**src/sv/bpa_pkg.sv**
```systemverilog
`default_nettype none

package bpa_pkg;

   // word geometry of the used-page bitmap
   localparam int WORD_BITS = 64;
   localparam int BIT_W = 6;
   localparam int IDX_W = BIT_W + 1;

   // field widths
   localparam int CW = 13;
   localparam int FRAME_BITS = 20;
   localparam int FW1 = FRAME_BITS + 1;
   localparam int WIDX_W = CW - BIT_W;
   localparam int PAGE_CAP = 8191;
   localparam int MAX_PAGES_DEF = 4096;
   localparam int NWORDS_DEF = 64;
   localparam int ADDR_W_DEF = 6;
   localparam logic [FW1-1:0] FRAME_SPACE = FW1'(1 << FRAME_BITS);
   localparam logic [CW-1:0] REGION_RESET = CW'(4096);

   // configuration port
   localparam int CSR_IDX_W = 1;
   localparam int CSR_DATA_W = FRAME_BITS;
   localparam logic [CSR_IDX_W-1:0] CSR_BASE_FRAME = 1'b0;
   localparam logic [CSR_IDX_W-1:0] CSR_REGION_PAGES = 1'b1;

   // command codes
   localparam logic [2:0] CMD_ALLOC_ONE = 3'd0;
   localparam logic [2:0] CMD_ALLOC_RUN = 3'd1;
   localparam logic [2:0] CMD_FREE = 3'd2;
   localparam logic [2:0] CMD_RESERVE = 3'd3;
   localparam logic [2:0] CMD_QUERY = 3'd4;

   // status codes
   localparam logic [2:0] ST_OK = 3'd0;
   localparam logic [2:0] ST_NO_SPACE = 3'd1;
   localparam logic [2:0] ST_OUTSIDE = 3'd2;
   localparam logic [2:0] ST_BEYOND = 3'd3;
   localparam logic [2:0] ST_DOUBLE_FREE = 3'd4;
   localparam logic [2:0] ST_ZERO_COUNT = 3'd5;

   typedef struct packed {
      logic [2:0]            command;
      logic [FRAME_BITS-1:0] frame_number;
      logic [CW-1:0]         run_length;
      logic [FRAME_BITS:0]   end_frame;
   } bpa_req_type;

   typedef struct packed {
      logic [2:0]            status;
      logic [FRAME_BITS-1:0] result_frame;
      logic                  page_used;
      logic [CW-1:0]         free_count;
   } bpa_rsp_type;

   // controls of the per-word datapath
   typedef struct packed {
      logic [WIDX_W-1:0] word;
      logic [CW-1:0]     range_s;
      logic [CW-1:0]     range_e;
      logic [CW-1:0]     eff_pages;
      logic [CW-1:0]     run_length;
      logic [CW:0]       carry;
   } wl_ctl_type;

   typedef struct packed {
      logic                 avail_any;
      logic [BIT_W-1:0]     avail_bit;
      logic [WORD_BITS-1:0] range_mask;
      logic                 cover_ok;
      logic [IDX_W-1:0]     new_count;
      logic                 run_found;
      logic [BIT_W-1:0]     run_end_bit;
      logic [CW:0]          carry_next;
   } wl_out_type;

   // index of the lowest set bit, WORD_BITS when none
   function automatic logic [IDX_W-1:0] lowest_set(input logic [WORD_BITS-1:0] v);
      logic [IDX_W-1:0] idx;
      idx = IDX_W'(WORD_BITS);
      for (int b = WORD_BITS - 1; b >= 0; b--) begin
         if (v[b]) idx = IDX_W'(b);
      end
      return idx;
   endfunction

   // index of the highest set bit, WORD_BITS when none
   function automatic logic [IDX_W-1:0] highest_set(input logic [WORD_BITS-1:0] v);
      logic [IDX_W-1:0] idx;
      idx = IDX_W'(WORD_BITS);
      for (int b = 0; b < WORD_BITS; b++) begin
         if (v[b]) idx = IDX_W'(b);
      end
      return idx;
   endfunction

endpackage

`default_nettype wire

```
**src/sv/bpa_bitmap_ram.sv**
```systemverilog
`default_nettype none

module bpa_bitmap_ram #(
   parameter int DEPTH = bpa_pkg::NWORDS_DEF,
   parameter int AW = bpa_pkg::ADDR_W_DEF
) (
   input  wire logic                           clock,
   input  wire logic                           we,
   input  wire logic [AW-1:0]                  waddr,
   input  wire logic [bpa_pkg::WORD_BITS-1:0]  wdata,
   input  wire logic [AW-1:0]                  raddr,
   output logic [bpa_pkg::WORD_BITS-1:0]       rdata
);
   import bpa_pkg::*;

   logic [WORD_BITS-1:0] mem [DEPTH];
   logic [WORD_BITS-1:0] rdata_ff;

   // one write port, one registered read port
   always_ff @(posedge clock) begin
      if (we) begin
         mem[waddr] <= wdata;
      end
      rdata_ff <= mem[raddr];
   end

   assign rdata = rdata_ff;

endmodule

`default_nettype wire

```
**config.mk**
```make
export PLATFORM = sky130hd
export DESIGN_NAME = bpa_bitmap_ram
export DESIGN_NICKNAME = d
export VERILOG_FILES = /design/src/sv/bpa_pkg.sv /design/src/sv/bpa_bitmap_ram.sv
export SDC_FILE = /design/constraint.sdc
export NUM_CORES = 2
export LEC_CHECK = 0
export BUFFER_PORTS_ARGS = -buffer_cell sky130_fd_sc_hd__buf_4
export CAP_MARGIN = 10
export CORE_MARGIN = 5
export CORE_UTILIZATION = 35
export DETAILED_ROUTE_END_ITERATION = 8
export GPL_TIMING_DRIVEN = 0
export SLEW_MARGIN = 5
export SYNTH_ARGS = -nofsm -noshare
export SYNTH_HDL_FRONTEND = slang
export SYNTH_SLANG_ARGS = --single-unit
```
**constraint.sdc**
```tcl
create_clock -name clock -period 7.2 [get_ports clock]
set_clock_uncertainty 0.2 [all_clocks]
set_input_delay 0.36 -clock clock [delete_from_list [all_inputs] [get_ports clock]]
set_output_delay 0.36 -clock clock [all_outputs]
set_load 0.01 [all_outputs]
```
; After elaboration in Yosys (flattened, before gate mapping)
; Memories as Yosys holds them, arrays and structs flattened. A register that Yosys moved wholly into a read port is not among the register bits.
; Cells that the tools add are included.
[totals]
reg_bits = 0
ramBits = 4096
input_bits = 78
word_cells = 3
memories = 1
[mem_list]
columns = name, depth, word_bits, rd, rd_ports_with_merged_regs, wr, line
row1 = mem, 64, 64, 1, 1, 1, bpa_bitmap_ram.sv:16  ; logic [WORD_BITS-1:0] mem [DEPTH];
[op_classes]
n_mux = 2
[ops]
columns = op, count
row1 = 1-bit two-way mux, 2

; Depth between registers and ports, before layout
[logic_depth]
ltp_word = 2
mapped_depth = 9
ltp_nobuf = 5

; Worst setup path before layout
; Ideal clock, no wire load.
[synth_timing]
path_type = input to register
from = input port waddr[3]
to = memory mem[48][0] (enable)
setup_ns = 0.564
arrival_ns = 5.232
t_required_ns = 6.436
setup_slack_ns = 1.204
stages = 4
path_buffers = 1
path_cell_list = clkbuf_1 nor2b_1 nand4b_1 nor3_1
[synth_rtl]
columns = item, line
row1 = "start, declared", bpa_bitmap_ram.sv:9  ; input wire logic [AW-1:0] waddr,
row2 = "end, declared", bpa_bitmap_ram.sv:16
; Straight into the memory's write port.

==> impl_results.md <==
- Run status: complete, but fails checks
- Violated checks: max-capacitance violations
- Capturing element type of the critical path: flop
- Start point of the worst hold path: waddr[0]
- DRC marker count from the first detailed-route iteration: 9,330
- Total vias in the final route: roughly 76,000
- Startpoint type of the worst setup path: primary input
- CTS root buf: sky130_fd_sc_hd__clkbuf_16
- Largest fanout of any net on the critical path: 10
- Least-Margin Pin Slew: 1.49 ns
- Post-Syn Area per Cell: roughly 24 µm²
- Core area: 445,000 µm²
- Layout Cell Area excl Fill: about 180,000 µm²
- Number of placement rows: 245
- End of the worst register-to-register path: rdata[33]$_DFF_P_
- Synth Net Count: ~6,700
- Post-synthesis cell type count: 33
- Leading post-synthesis cells by cell area: sky130_fd_sc_hd__edfxtp_1, sky130_fd_sc_hd__mux4_2, sky130_fd_sc_hd__mux2i_1
- Number of flip-flops and latches in the synthesized netlist: ~4,200
- Estimated wirelength of the detail-placed design: between 200 and 300 mm
- Starting Density: a little over a third
- Total routing resource utilization after global routing: approximately a fifth
- Worst hold margin: between 0.06 and 0.07 ns
- Post-synthesis instance total: 6,598
- Antenna violations before repair: 37
- Residual overflow from global routing: 0
- Ys async rst share: 0%
- Horiz. Die Dim: roughly 680 µm
- Detailed-route vias per instance: 5.55
- Final hold violation count: 0
- Yosys warns: 0
- Prevailing post-synth register cell: sky130_fd_sc_hd__edfxtp_1
- Number of buffers created by CTS: approximately 400
- Peak supply drop: around 0.00024 V
- Maximum number of pins on one net before global-route repair: 65
- Final count of pins violating max slew: 0
- Number of cells on the worst reg-to-reg path: 5
- Worst Setup Slack, final: ~3 ns
- Chip Height: just under 700 µm
- Data arrival time at the worst-slack endpoint: 4.68 ns
- Final cycle utilization of the critical path: between 50% and 60%
- Leakage power summed over all cells: about 57 nW
- Sequential fraction of the synthesis area: around four fifths
- Count of final setup violators: 0
- H-Tree Depth: 5
- Routed wire per std cell: between 30 and 40 µm
- Post-layout net count: 7,503
- Number of flops mapped to enable cells by yosys: 4,096
- Reg-to-reg slack, setup: approximately 4.1 ns
- RSZ-0062 raised after global routing: false
- Synth Cell Area: around 160,000 µm²
- Setup WS pre-CTS: between 2 and 2.5 ns
- Port buffer count: between 100 and 150
- Clock tree from TritonCTS: done
- Category of the most critical setup path: in2reg
- Met1 capacity usage during global routing: between 20% and 30%
- Hold worst-path end: mem[49][63]$_DFFE_PP_
- Number of stages on the worst hold path: 3
- Min-delay worst type: in2reg
- Most crowded layer after global routing: met2
- Clock network latency to the later pin of the worst-skew pair: 0.98 ns
- DR DRC count: 0
- DIE AREA: between 400,000 and 500,000 µm²
- Commonest cells in the netlist: sky130_fd_sc_hd__edfxtp_1, sky130_fd_sc_hd__mux4_2, sky130_fd_sc_hd__buf_2
- Area after detailed placement: 170,000 µm²
- Met2 demand-to-capacity share in global routing: 30.8%
- Wire length of the first global-routing pass: 611 mm
- Power density cells: 276 nW/µm²
- Ratio of cells with drive above 1 in the final layout: just under 30%
- CP required: just under 8 ns
- Global routing usage on met3: between 3 and 4%
- Detailed-route wire length: 438 mm
- Maximum clock path buffer count: 4
- Shortest clock period the worst path allows after layout: about 4.2 ns
- Sink count of the clock tree: between 4,000 and 5,000
- Maximum clock frequency: about 0.24 GHz
- Clock-pin slew on the worst setup and hold paths: ~0.060 ns
- Fraction of the core area covered by cells at the end of the flow: a little over 40%
- Area added between synthesis and finish: 17.3%
- RD Place Congestion: a little over 0.8
- Total of max-cap violations: 1
- RR Startpoint: mem[63][33]$_DFFE_PP_
- Top cell type's share of synthesized area: about four fifths
- Most repeated cell in the gate-level netlist after synthesis: sky130_fd_sc_hd__edfxtp_1
- Count of pins on the block boundary: between 100 and 150
- Router iterations before antenna repair: 6
- Top cell type by total area after synthesis: sky130_fd_sc_hd__edfxtp_1
- Number of global-route vias before repair: 77,600
- Total power of the final layout: 0.0507 W
- Final ANT Viol Nets: 0
- Max-slew headroom: less than 1%
area by class of cell:
class,count,area (µm²)
inverter,19,71.3
antenna,51,128
sequential,4160,124000
multi-input combinational,2049,30700
buffer,370,1780
fill,38200,262000
clock buffer,510,10600
tap,5928,7420
timing repair buffer,421,5980
clock inverter,219,2390
stage by stage:
stage	cells	setup TNS [ns]
floorplan	6598	0
global placement	12700	-4974.76
detailed placement	12900	0
CTS	13700	0
global route	13700	0
finish	13700	0
kinds of logic after synthesis:
| kind of cell | count (synthesis) | synth area share (%) |
|---|---|---|
| flops | 4160 | 79.5 |
| mux | 1159 | 15.6 |
| compound gates | 504 | 2.48 |
| buf+inv | 389 | 1.18 |
| simple gates | 386 | 1.24 |
per-layer routing:
layer / up-vias / share of wire, %
met5: - / 0.076
met4: 10 / 4.2
met3: 746 / 8.5
met2: 3881 / 49
met1: 41300 / 38
li1: 30200 / -
critical path, stage by stage:
cell and delay [ns]:
sky130_fd_sc_hd__buf_2 0.33, sky130_fd_sc_hd__buf_4 0.38, sky130_fd_sc_hd__buf_2 0.53, sky130_fd_sc_hd__buf_2 0.65, sky130_fd_sc_hd__buf_4 0.38, sky130_fd_sc_hd__mux2i_1 0.12, sky130_fd_sc_hd__o22ai_1 0.56, sky130_fd_sc_hd__a31oi_1 0.32
sky130_fd_sc_hd__a211oi_1 1.01
worst max path at each step:
stage | slack (ns) | end | from | cells after the start
2_1_floorplan | 1.20 | mem[48][0]$_DFFE_PP_ | waddr[3] | 4
3_3_place_gp | -5.70 | mem[48][29]$_DFFE_PP_ | waddr[5] | 3
3_5_place_dp | 2.02 | rdata[6]$_DFF_P_ | raddr[2] | 9
4_1_cts | 2.98 | rdata[6]$_DFF_P_ | raddr[2] | 9
5_1_grt | 3.04 | rdata[6]$_DFF_P_ | raddr[2] | 9
6_report | 3.02 | rdata[7]$_DFF_P_ | raddr[2] | 9
power by group:
group | switching (W) | internal [W] | leakage [nW]
clock network | 0.00900 | 0.0121 | 6.30
logic | 0.00180 | 0.000933 | 13.0
registers | 0.0000566 | 0.0268 | 37.4
total | 0.0109 | 0.0398 | 56.7
state kept, by name, summed over array words and instances, names as in the netlist:
| signal | flops |
|---|---|
| mem | 4096 |
| rdata | 64 |
timing repair:
item                                   in CTS  in global routing
gates resized for setup                     0                  0
hold buffers                               67                  0
setup buffers                               0                  0
endpoints found under the hold margin    4098                  0
cell usage in the layout, fill, tap and decap left out, types with 83 or more instances in the layout:
cell / n
sky130_fd_sc_hd__clkbuf_1: 233
sky130_fd_sc_hd__buf_2: 171
sky130_fd_sc_hd__mux4_2: 1024
sky130_fd_sc_hd__clkbuf_16: 410
sky130_fd_sc_hd__mux2i_1: 135
sky130_fd_sc_hd__buf_4: 185
sky130_fd_sc_hd__edfxtp_1: 4096
sky130_fd_sc_hd__buf_12: 174
sky130_fd_sc_hd__a22o_1: 88
sky130_fd_sc_hd__a22oi_1: 168
sky130_fd_sc_hd__o22ai_1: 83
Note: power is estimated with default switching activity, not from simulation.
