`src/sv/bpa_pkg.sv`:
```
`default_nettype none

package bpa_pkg;

   // word geometry of the used-page bitmap
   localparam int WORD_BITS = 64;
   localparam int BIT_W = 6;
   localparam int IDX_W = BIT_W + 1;

   // field widths
   localparam int CW = 13;
   localparam int FRAME_BITS = 20;
   localparam int FW1 = FRAME_BITS + 1;
   localparam int WIDX_W = CW - BIT_W;
   localparam int PAGE_CAP = 8191;
   localparam int MAX_PAGES_DEF = 4096;
   localparam int NWORDS_DEF = 64;
   localparam int ADDR_W_DEF = 6;
   localparam logic [FW1-1:0] FRAME_SPACE = FW1'(1 << FRAME_BITS);
   localparam logic [CW-1:0] REGION_RESET = CW'(4096);

   // configuration port
   localparam int CSR_IDX_W = 1;
   localparam int CSR_DATA_W = FRAME_BITS;
   localparam logic [CSR_IDX_W-1:0] CSR_BASE_FRAME = 1'b0;
   localparam logic [CSR_IDX_W-1:0] CSR_REGION_PAGES = 1'b1;

   // command codes
   localparam logic [2:0] CMD_ALLOC_ONE = 3'd0;
   localparam logic [2:0] CMD_ALLOC_RUN = 3'd1;
   localparam logic [2:0] CMD_FREE = 3'd2;
   localparam logic [2:0] CMD_RESERVE = 3'd3;
   localparam logic [2:0] CMD_QUERY = 3'd4;

   // status codes
   localparam logic [2:0] ST_OK = 3'd0;
   localparam logic [2:0] ST_NO_SPACE = 3'd1;
   localparam logic [2:0] ST_OUTSIDE = 3'd2;
   localparam logic [2:0] ST_BEYOND = 3'd3;
   localparam logic [2:0] ST_DOUBLE_FREE = 3'd4;
   localparam logic [2:0] ST_ZERO_COUNT = 3'd5;

   typedef struct packed {
      logic [2:0]            command;
      logic [FRAME_BITS-1:0] frame_number;
      logic [CW-1:0]         run_length;
      logic [FRAME_BITS:0]   end_frame;
   } bpa_req_type;

   typedef struct packed {
      logic [2:0]            status;
      logic [FRAME_BITS-1:0] result_frame;
      logic                  page_used;
      logic [CW-1:0]         free_count;
   } bpa_rsp_type;

   // controls of the per-word datapath
   typedef struct packed {
      logic [WIDX_W-1:0] word;
      logic [CW-1:0]     range_s;
      logic [CW-1:0]     range_e;
      logic [CW-1:0]     eff_pages;
      logic [CW-1:0]     run_length;
      logic [CW:0]       carry;
   } wl_ctl_type;

   typedef struct packed {
      logic                 avail_any;
      logic [BIT_W-1:0]     avail_bit;
      logic [WORD_BITS-1:0] range_mask;
      logic                 cover_ok;
      logic [IDX_W-1:0]     new_count;
      logic                 run_found;
      logic [BIT_W-1:0]     run_end_bit;
      logic [CW:0]          carry_next;
   } wl_out_type;

   // index of the lowest set bit, WORD_BITS when none
   function automatic logic [IDX_W-1:0] lowest_set(input logic [WORD_BITS-1:0] v);
      logic [IDX_W-1:0] idx;
      idx = IDX_W'(WORD_BITS);
      for (int b = WORD_BITS - 1; b >= 0; b--) begin
         if (v[b]) idx = IDX_W'(b);
      end
      return idx;
   endfunction

   // index of the highest set bit, WORD_BITS when none
   function automatic logic [IDX_W-1:0] highest_set(input logic [WORD_BITS-1:0] v);
      logic [IDX_W-1:0] idx;
      idx = IDX_W'(WORD_BITS);
      for (int b = 0; b < WORD_BITS; b++) begin
         if (v[b]) idx = IDX_W'(b);
      end
      return idx;
   endfunction

endpackage

`default_nettype wire

```
`src/sv/bpa_word_logic.sv`:
```
`default_nettype none

module bpa_word_logic (
   input  wire logic [bpa_pkg::WORD_BITS-1:0] rd_data,
   input  wire bpa_pkg::wl_ctl_type           ctl,
   output bpa_pkg::wl_out_type                res
);
   import bpa_pkg::*;

   logic [WORD_BITS-1:0] ones, vmask, free_v, lo_mask, hi_mask, rmask;
   logic [WORD_BITS-1:0] p, acc, win, hitvec, cand;
   logic [WIDX_W-1:0]    full_w;
   logic [BIT_W-1:0]     part;
   logic [IDX_W-1:0]     av_idx, first_used, top_used, cand_idx;
   logic [CW-1:0]        bc;
   logic                 carry_hit;
   logic                 run_seen;

   assign ones = '1;

   // pages of this word that lie inside the region
   always_comb begin
      full_w = ctl.eff_pages[CW-1:BIT_W];
      part = ctl.eff_pages[BIT_W-1:0];
      if (ctl.word < full_w) begin
         vmask = ones;
      end else if (ctl.word == full_w) begin
         vmask = ~(ones << part);
      end else begin
         vmask = '0;
      end
   end

   // bits of this word inside the page range
   always_comb begin
      lo_mask = (ctl.word == ctl.range_s[CW-1:BIT_W]) ?
                (ones << ctl.range_s[BIT_W-1:0]) : ones;
      hi_mask = (ctl.word == ctl.range_e[CW-1:BIT_W]) ?
                (ones >> (BIT_W'(WORD_BITS - 1) - ctl.range_e[BIT_W-1:0])) : ones;
      rmask = lo_mask & hi_mask;
   end

   assign free_v = ~rd_data & vmask;
   assign av_idx = lowest_set(free_v);

   // windows of run_length free pages ending at each bit, by doubling
   always_comb begin
      p = free_v;
      acc = ones;
      run_seen = 1'b0;
      for (int i = 0; i <= BIT_W; i++) begin
         if (ctl.run_length[i]) begin
            acc = run_seen ? (p & (acc << (1 << i))) : p;
            run_seen = 1'b1;
         end
         p = p & (p << (1 << i));
      end
      if (|ctl.run_length[CW-1:BIT_W+1]) acc = '0;
      win = acc;
   end

   // a run carried in from lower words that completes in the low free bits
   always_comb begin
      first_used = lowest_set(~free_v);
      bc = ctl.run_length - ctl.carry[CW-1:0] - CW'(1);
      carry_hit = (ctl.carry != '0) && (ctl.carry < {1'b0, ctl.run_length}) &&
                  (bc[CW-1:BIT_W] == '0) && ({1'b0, bc[BIT_W-1:0]} < first_used);
      hitvec = carry_hit ? (WORD_BITS'(1) << bc[BIT_W-1:0]) : '0;
      cand = win | hitvec;
      cand_idx = lowest_set(cand);
      top_used = highest_set(~free_v);
   end

   always_comb begin
      res.avail_any = |free_v;
      res.avail_bit = av_idx[BIT_W-1:0];
      res.range_mask = rmask;
      res.cover_ok = ((rd_data & rmask) == rmask);
      res.new_count = IDX_W'($countones(rmask & ~rd_data));
      res.run_found = |cand;
      res.run_end_bit = cand_idx[BIT_W-1:0];
      if (&free_v) begin
         res.carry_next = ctl.carry + (CW+1)'(WORD_BITS);
      end else begin
         res.carry_next = (CW+1)'(BIT_W'(WORD_BITS - 1) - top_used[BIT_W-1:0]);
      end
   end

endmodule

`default_nettype wire

```
`config.mk`:
```
export PLATFORM = sky130hd
export DESIGN_NAME = bpa_word_logic
export DESIGN_NICKNAME = d
export VERILOG_FILES = /design/src/sv/bpa_pkg.sv /design/src/sv/bpa_word_logic.sv
export SDC_FILE = /design/constraint.sdc
export NUM_CORES = 1
export LEC_CHECK = 0
export BUFFER_PORTS_ARGS = -buffer_cell sky130_fd_sc_hd__buf_2
export CELL_PAD_IN_SITES_DETAIL_PLACEMENT = 1
export CELL_PAD_IN_SITES_GLOBAL_PLACEMENT = 2
export CORE_UTILIZATION = 35
export DETAILED_ROUTE_END_ITERATION = 8
export PLACE_DENSITY_LB_ADDON = 0.1
export SYNTH_ARGS = -nofsm -noshare
export SYNTH_HDL_FRONTEND = slang
export SYNTH_SLANG_ARGS = --single-unit
```
`constraint.sdc`:
```
create_clock -name vclk -period 20.8
set_input_delay 4.16 -clock vclk [all_inputs]
set_output_delay 4.16 -clock vclk [all_outputs]
set_load 0.02 [all_outputs]
```
* After elaboration in Yosys (flattened, before gate mapping)
Cells that the tools add are included.
** Storage, ports and cells
- Register bits after elaboration :: 0
- Latch bits :: 0
- RAM bits :: 0
- Memory bits (read-only) :: 0
- Input port bits :: 137
- Output and inout bits :: 100
- Word-level logic and storage cells :: 388
- Memories kept :: 0
** Cells by class
- Add/subtract/negate cells :: 68
- Multiply operators :: 0
- Div/mod/pow operators :: 0
- Order comparisons :: 3
- Equality and inequality tests :: 4
- Shifts and indexed selects :: 4
- Muxes and demuxes :: 281
- Bitwise operators :: 19
- Reductions and logical operators :: 9
** Operators by type and width (count)
- 64-bit two-way mux :: 19
- 6-bit two-way mux :: 191
- 64-bit bitwise AND :: 15
- 7-bit two-way mux :: 64
- 64-bit NOT :: 3
- 64-bit OR reduction :: 2
- 64-bit by 6-bit << shifter with 64-bit output, first input constant :: 2
- 1-bit by 1-bit adder with 2-bit output :: 32
- 64-bit equality test :: 1
- 64-bit OR :: 1
- 64-bit AND reduction :: 1
- 1-bit by 6-bit << shifter with 64-bit output, first input constant :: 1
- 64-bit by 6-bit >> shifter with 64-bit output, first input constant :: 1
- 2-bit by 2-bit adder with 3-bit output :: 16
- 3-bit by 3-bit adder with 4-bit output :: 8
- 7-bit equality test :: 3
- 4-bit by 4-bit adder with 5-bit output :: 4
- 14-bit by 7-bit adder with 14-bit output, second input constant :: 1
- 14-bit by 13-bit < comparator with 1-bit output :: 1
- 14-bit two-way mux :: 1
- 14-bit nonzero test :: 1
- 13-bit by 1-bit subtractor with 13-bit output, second input constant :: 1
- 13-bit subtractor :: 1
- 5-bit by 5-bit adder with 6-bit output :: 2
- other kinds (9) :: 16

* Logic depth before layout (Yosys ltp)
Gate-level depths: netlist of run 1.
- Depth after elaboration :: 138
- Mapped depth :: 37
- Mapped depth without buffers :: 32

* Least setup slack after synthesis of run 1
OpenSTA, ideal clock, no wires.
- Path kind :: input port to output port
- Start :: in ctl[65] in the netlist's numbering
- End :: out res[25] in the netlist's numbering
- Arrival :: 11.273 ns
- Required time :: 16.640 ns
- Slack :: 5.367 ns
- Stages on the path :: 26
- Path buffers :: 1
- Path through :: xor2_1 > nor4_1 > clkbuf_1 > nand2_1 > nor2_1 > a22oi_1 > nor2b_1 > fa_1 > inv_1 > fa_1 > inv_1 > fa_1 > inv_1 > fa_1 > fa_1 > fa_1 > fa_1 > fa_1 > inv_1 > ha_1 > inv_1 > fa_1 > inv_1 > a21oi_1 > o21bai_1 > xor2_1
** RTL lines
- start: declaration :: line bpa_word_logic.sv:5 : input wire bpa_pkg::wl_ctl_type ctl,
- end: declaration :: line bpa_word_logic.sv:6 : output bpa_pkg::wl_out_type res

==> impl_metrics.ini, run 1 <==
[yosys]
synthCells = 2750
yosys_warnings = 0
synth_most_common_cell = nor2_1
avgSynthCellArea_um2 = 6.15
synth.distinct_cells = 93
synth_nets = 2996
yosys.area.top_type_share = 0.0652
synth_top_cell_by_area = fa_1
ys_seq_area_frac = 0
syn_area_mm2 = 0.0169
synth_area_leaders = fa_1 6.5%, a21oi_1 6.2%, nor2_1 6.0%
synth_common_cells = 272 x nor2_1, 271 x nand2_1, 210 x a21oi_1

[job]
maxCapViolations = 3

[sta]
rsz0062_at_grt = no
setup_viol = 0
max_slew.worst_pin.slew_ps = 1670
hold_violations = 0
final.min_clock_period_ps = 17130
max_freq_ghz = 0.0584
finalCritPeriodShare = 0.824
max-slew-margin-rel = -0.116
timing.final.max_slew_violations = 9
setup-tns-final_ps = 0

[drt]
post_drt_wl_per_cell_um = 37.3
vias = 26800
ant_nets = 0
drc = 0
drt_first_iter_violations = 4831
drt-total-wl_mm = 130
via_per_inst = 7.70
drt_first_pass_iters = 7

[global_routing]
gr-usage-met2 = 0.742
grt_busiest_layer = met2
grt_max_degree = 54
use_met1 = 0.617
grt_pass1_vias = 25900
grtUsageMet3 = 0.173
track_usage = 0.506
grt_remaining_overflow = 0
grt_first_pass_wirelength_mm = 185
antenna_found_initial = 14

[layout]
regArea_um2 = 0
nFillCells = 6476
drive_above_1_share = 0.130
flops_and_latches = 0
area_growth_pct = 10.2
nNetsFinal = 3105
clock_buffers = 0

[setup_path]
crit_fanout = 40
crit_type = in2out
critPathLaunch = ctl[72]
slowest_delay_ps = 790
cp_data_arrival_time_ps = 12970
crit_path_end_kind = primary output
critPathLaunchType = input pin
cp_common_cell = o21ai_0
cp_slowest_cell = and4_1
crit_required_ps = 16640
cp_top_family = compound AO/OA/AOI/OAI gates
critPathBufInv = 3

[floorplan]
dieArea_mm2 = 0.0492
io-pin-count = 237
core_mm2 = 0.0476
initial_core_util = 0.355
die_h_um = 222
die_w_um = 222
std_cell_rows = 80

[place]
gp_congestion = 1.16
hpwl_mm = 103
numPortBuffers = 237

[hold_path]
hold_start = ctl[6]
hp-class = in2out

[run_status]
violations = max-capacitance violations, max-slew violations
status = finished with violations

[clock_tree]
cts_hold_buf = 0
cts_setup_buffers = 0
ctsResizeCount = 0
## final cells by class
| class | count | area, µm² | share of cell area |
|---|---|---|---|
| timing repair buffer | 298 | 1640 | 0.0883 |
| antenna | 4 | 10.0 | 0.000538 |
| multi-input combinational | 2404 | 15600 | 0.839 |
| tap | 615 | 769 | 0.0413 |
| inverter | 155 | 582 | 0.0313 |
## worst paths after layout
check             cells past startpoint       to
hold / removal                        3   res[6]
setup / recovery                     29  res[15]
## metal layers
layer	up-vias	share of wire
li1	10800	-
met1	12900	0.36
met2	2429	0.40
met3	660	0.15
met4	16	0.088
met5	-	0.00085
## through the flow
step / instances / cell area [µm²] / hold slack [ps] / setup slack, ps / util
4_1_cts: 3472 / 18600 / 8680 / 4070 / 0.390
3_3_place_gp: 3472 / 18600 / 8680 / 4270 / 0.390
3_5_place_dp: 3472 / 18600 / 8680 / 4100 / 0.390
5_1_grt: 3472 / 18600 / 8710 / 3490 / 0.391
6_report: 3476 / 18600 / 8680 / 3670 / 0.391
2_1_floorplan: 2750 / 16900 / 8400 / 5370 / -
## placed cells by master, fill, tap and decap left out, drive strengths merged, types with 23 or more instances in the layout
master     n
and2      45
a221oi    23
buf      298
nand2b    32
a22oi     35
or2       39
nor4      67
and3      42
a21o      45
o21a      30
nor2     272
o211ai    38
fa        55
nand2    271
nor3     108
nor2b     48
nand3    101
or4       27
nand4     53
o31ai     34
a211oi    64
ha        54
or3       45
o21ai    199
a2111oi   25
a31oi     36
a21oi    211
o22ai     41
inv      151
## cells by family after synthesis
| kind of cell | count (synthesis) | share of synthesized area |
|---|---|---|
| buf+inv | 346 | 0.0794 |
| mux | 10 | 0.00600 |
| xor+xnor | 30 | 0.0155 |
| fa+ha+maj | 109 | 0.105 |
| simple gates | 1212 | 0.368 |
| compound gates | 1043 | 0.426 |
==> inputs of run 2 (changes only) <==
Settings changed: ABC_AREA set to 1, CORE_UTILIZATION 35 to 29.
Clock period 20.8 ns to 16.33 ns, I/O delays scaled along.
==> impl_metrics.ini, run 2 <==
[sta]
finalCritPeriodShare = 0.937
timing.final.max_slew_violations = 0
fin_ws_ps = 1030
max_slew.worst_pin.slew_ps = 1320
hold_violations = 0
final.min_clock_period_ps = 15300
setup_viol = 0
max_freq_ghz = 0.0654
hold_ws_ps = 6840
max-slew-margin-rel = 0.112
rsz0062_at_grt = yes
setup-tns-final_ps = 0

[power_and_ir_drop]
ir_drop_mv = 1.16
p_per_area_mw_per_mm2 = 133
p_leak_nw = 7.31

[yosys]
ys_seq_area_frac = 0
synth_area_leaders = nand2_1 16%, inv_1 15%, nor2_1 13%
yosys.area.top_type_share = 0.155
synth_common_cells = 599 x nand2_1, 564 x inv_1, 490 x nor2_1
synth_nets = 3148
syn_area_mm2 = 0.0145
avgSynthCellArea_um2 = 4.99
synth.distinct_cells = 58
synth_most_common_cell = nand2_1
synthCells = 2902
synth_top_cell_by_area = nand2_1
yosys_warnings = 0

[setup_path]
cp_common_cell = nand2_1
crit_required_ps = 13060
critPathLaunchType = input pin
slowest_delay_ps = 600
crit_path_end_kind = primary output
crit_fanout = 45
crit_type = in2out
critPathLaunch = ctl[36]
cp_slowest_cell = nor3_1
cp_data_arrival_time_ps = 12030

[run_status]
status = finished clean

[global_routing]
grt_pass1_vias = 20800
grt_remaining_overflow = 0
antenna_found_initial = 4
grt_first_pass_wirelength_mm = 132
grt_max_degree = 102
track_usage = 0.345

[hold_path]
hp-class = in2out
hold_start = ctl[6]

[floorplan]
die_h_um = 226
io-pin-count = 237
core_mm2 = 0.0492
dieArea_mm2 = 0.0509
die_w_um = 226
std_cell_rows = 81
initial_core_util = 0.295

[drt]
via_per_inst = 5.62
vias = 21100
drt-total-wl_mm = 90.3
drt_first_pass_iters = 5
drt_first_iter_violations = 2019
ant_nets = 0
post_drt_wl_per_cell_um = 24.1
drc = 0

[clock_tree]
cts_hold_buf = 0

[layout]
clock_buffers = 0
nNetsFinal = 3333
layout_commonest_cell = nand2_1
drive_above_1_share = 0.126
final_util = 0.342
area_growth_pct = 16.1
regArea_um2 = 0
flops_and_latches = 0
layout_common_cells = 588 x nand2_1, 562 x inv_1, 487 x nor2_1

[place]
numPortBuffers = 237
post-place-ws_ps = 457
hpwl_mm = 77.7
gp_congestion = 1.01

[job]
maxCapViolations = 0
==> run 2: cell count changes after synthesis, moves of 53 or more <==
cell,change
nand2_1,+328
nor2_1,+218
clkbuf_1,-59
o21ai_0,+81
a21oi_1,-77
a211oi_1,-53
inv_1,+413
==> run 2: final timing paths <==
| path | cells after the start | endpoint |
|---|---|---|
| worst max-delay path | 91 | res[14] |
| worst min-delay path | 3 | res[6] |
==> run 2: report_power, final <==
part	total (W)	leakage (nW)	internal [W]	switching, W
sequential	0	0	0	0
combinational	0.00224	7.31	0.000801	0.00144
clock	0.00000000000847	0.00000967	0.00000000000846	0
total	0.00224	7.31	0.000801	0.00144
==> run 2: through the flow <==
| step | total power, W | cells | cell area (µm²) |
|---|---|---|---|
| floorplan | 0.00153 | 2902 | 14500 |
| global placement | 0.00223 | 3733 | 16400 |
| detailed placement | 0.00226 | 3733 | 16400 |
| CTS | 0.00228 | 3733 | 16400 |
| global route | 0.00254 | 3750 | 16800 |
| finish | 0.00224 | 3751 | 16800 |
==> run 2: timing repair <==
| item | CTS | global route |
|---|---|---|
| buffers inserted | 0 | 15 |
| setup endpoints to repair | 0 | 1 |
| gates resized for setup | 0 | 61 |
==> run 2: cell families after synthesis <==
family / share of synthesized area
XOR/XNOR: 0.0151
AO/OA/AOI/OAI: 0.278
adder cells (fa/ha/maj): 0.123
buffers and inverters: 0.181
multiplexers: 0.000691
AND/OR/NAND/NOR: 0.403
==> run 2: layout make-up <==
class                      instances  area (µm²)
antenna                            2        5.00
fill                            7081       32300
inverter                         585        2200
multi-input combinational       2206       12100
tap                              664         831
timing repair buffer             294        1660
==> run 2: per-layer routing <==
metal,GRT usage,part of all wire
met1,0.498,0.46
met2,0.554,0.44
met3,0.0243,0.065
met4,0.0753,0.027
met5,0,0.00012
==> run 2: worst max-delay path, delay by kind of cell <==
kind            cells  cell delay (ps)
fa+ha+maj           2              640
simple gates       66             4680
compound gates     13             2200
buf+inv            10             1190
Note: power is estimated with default switching activity, not from simulation.
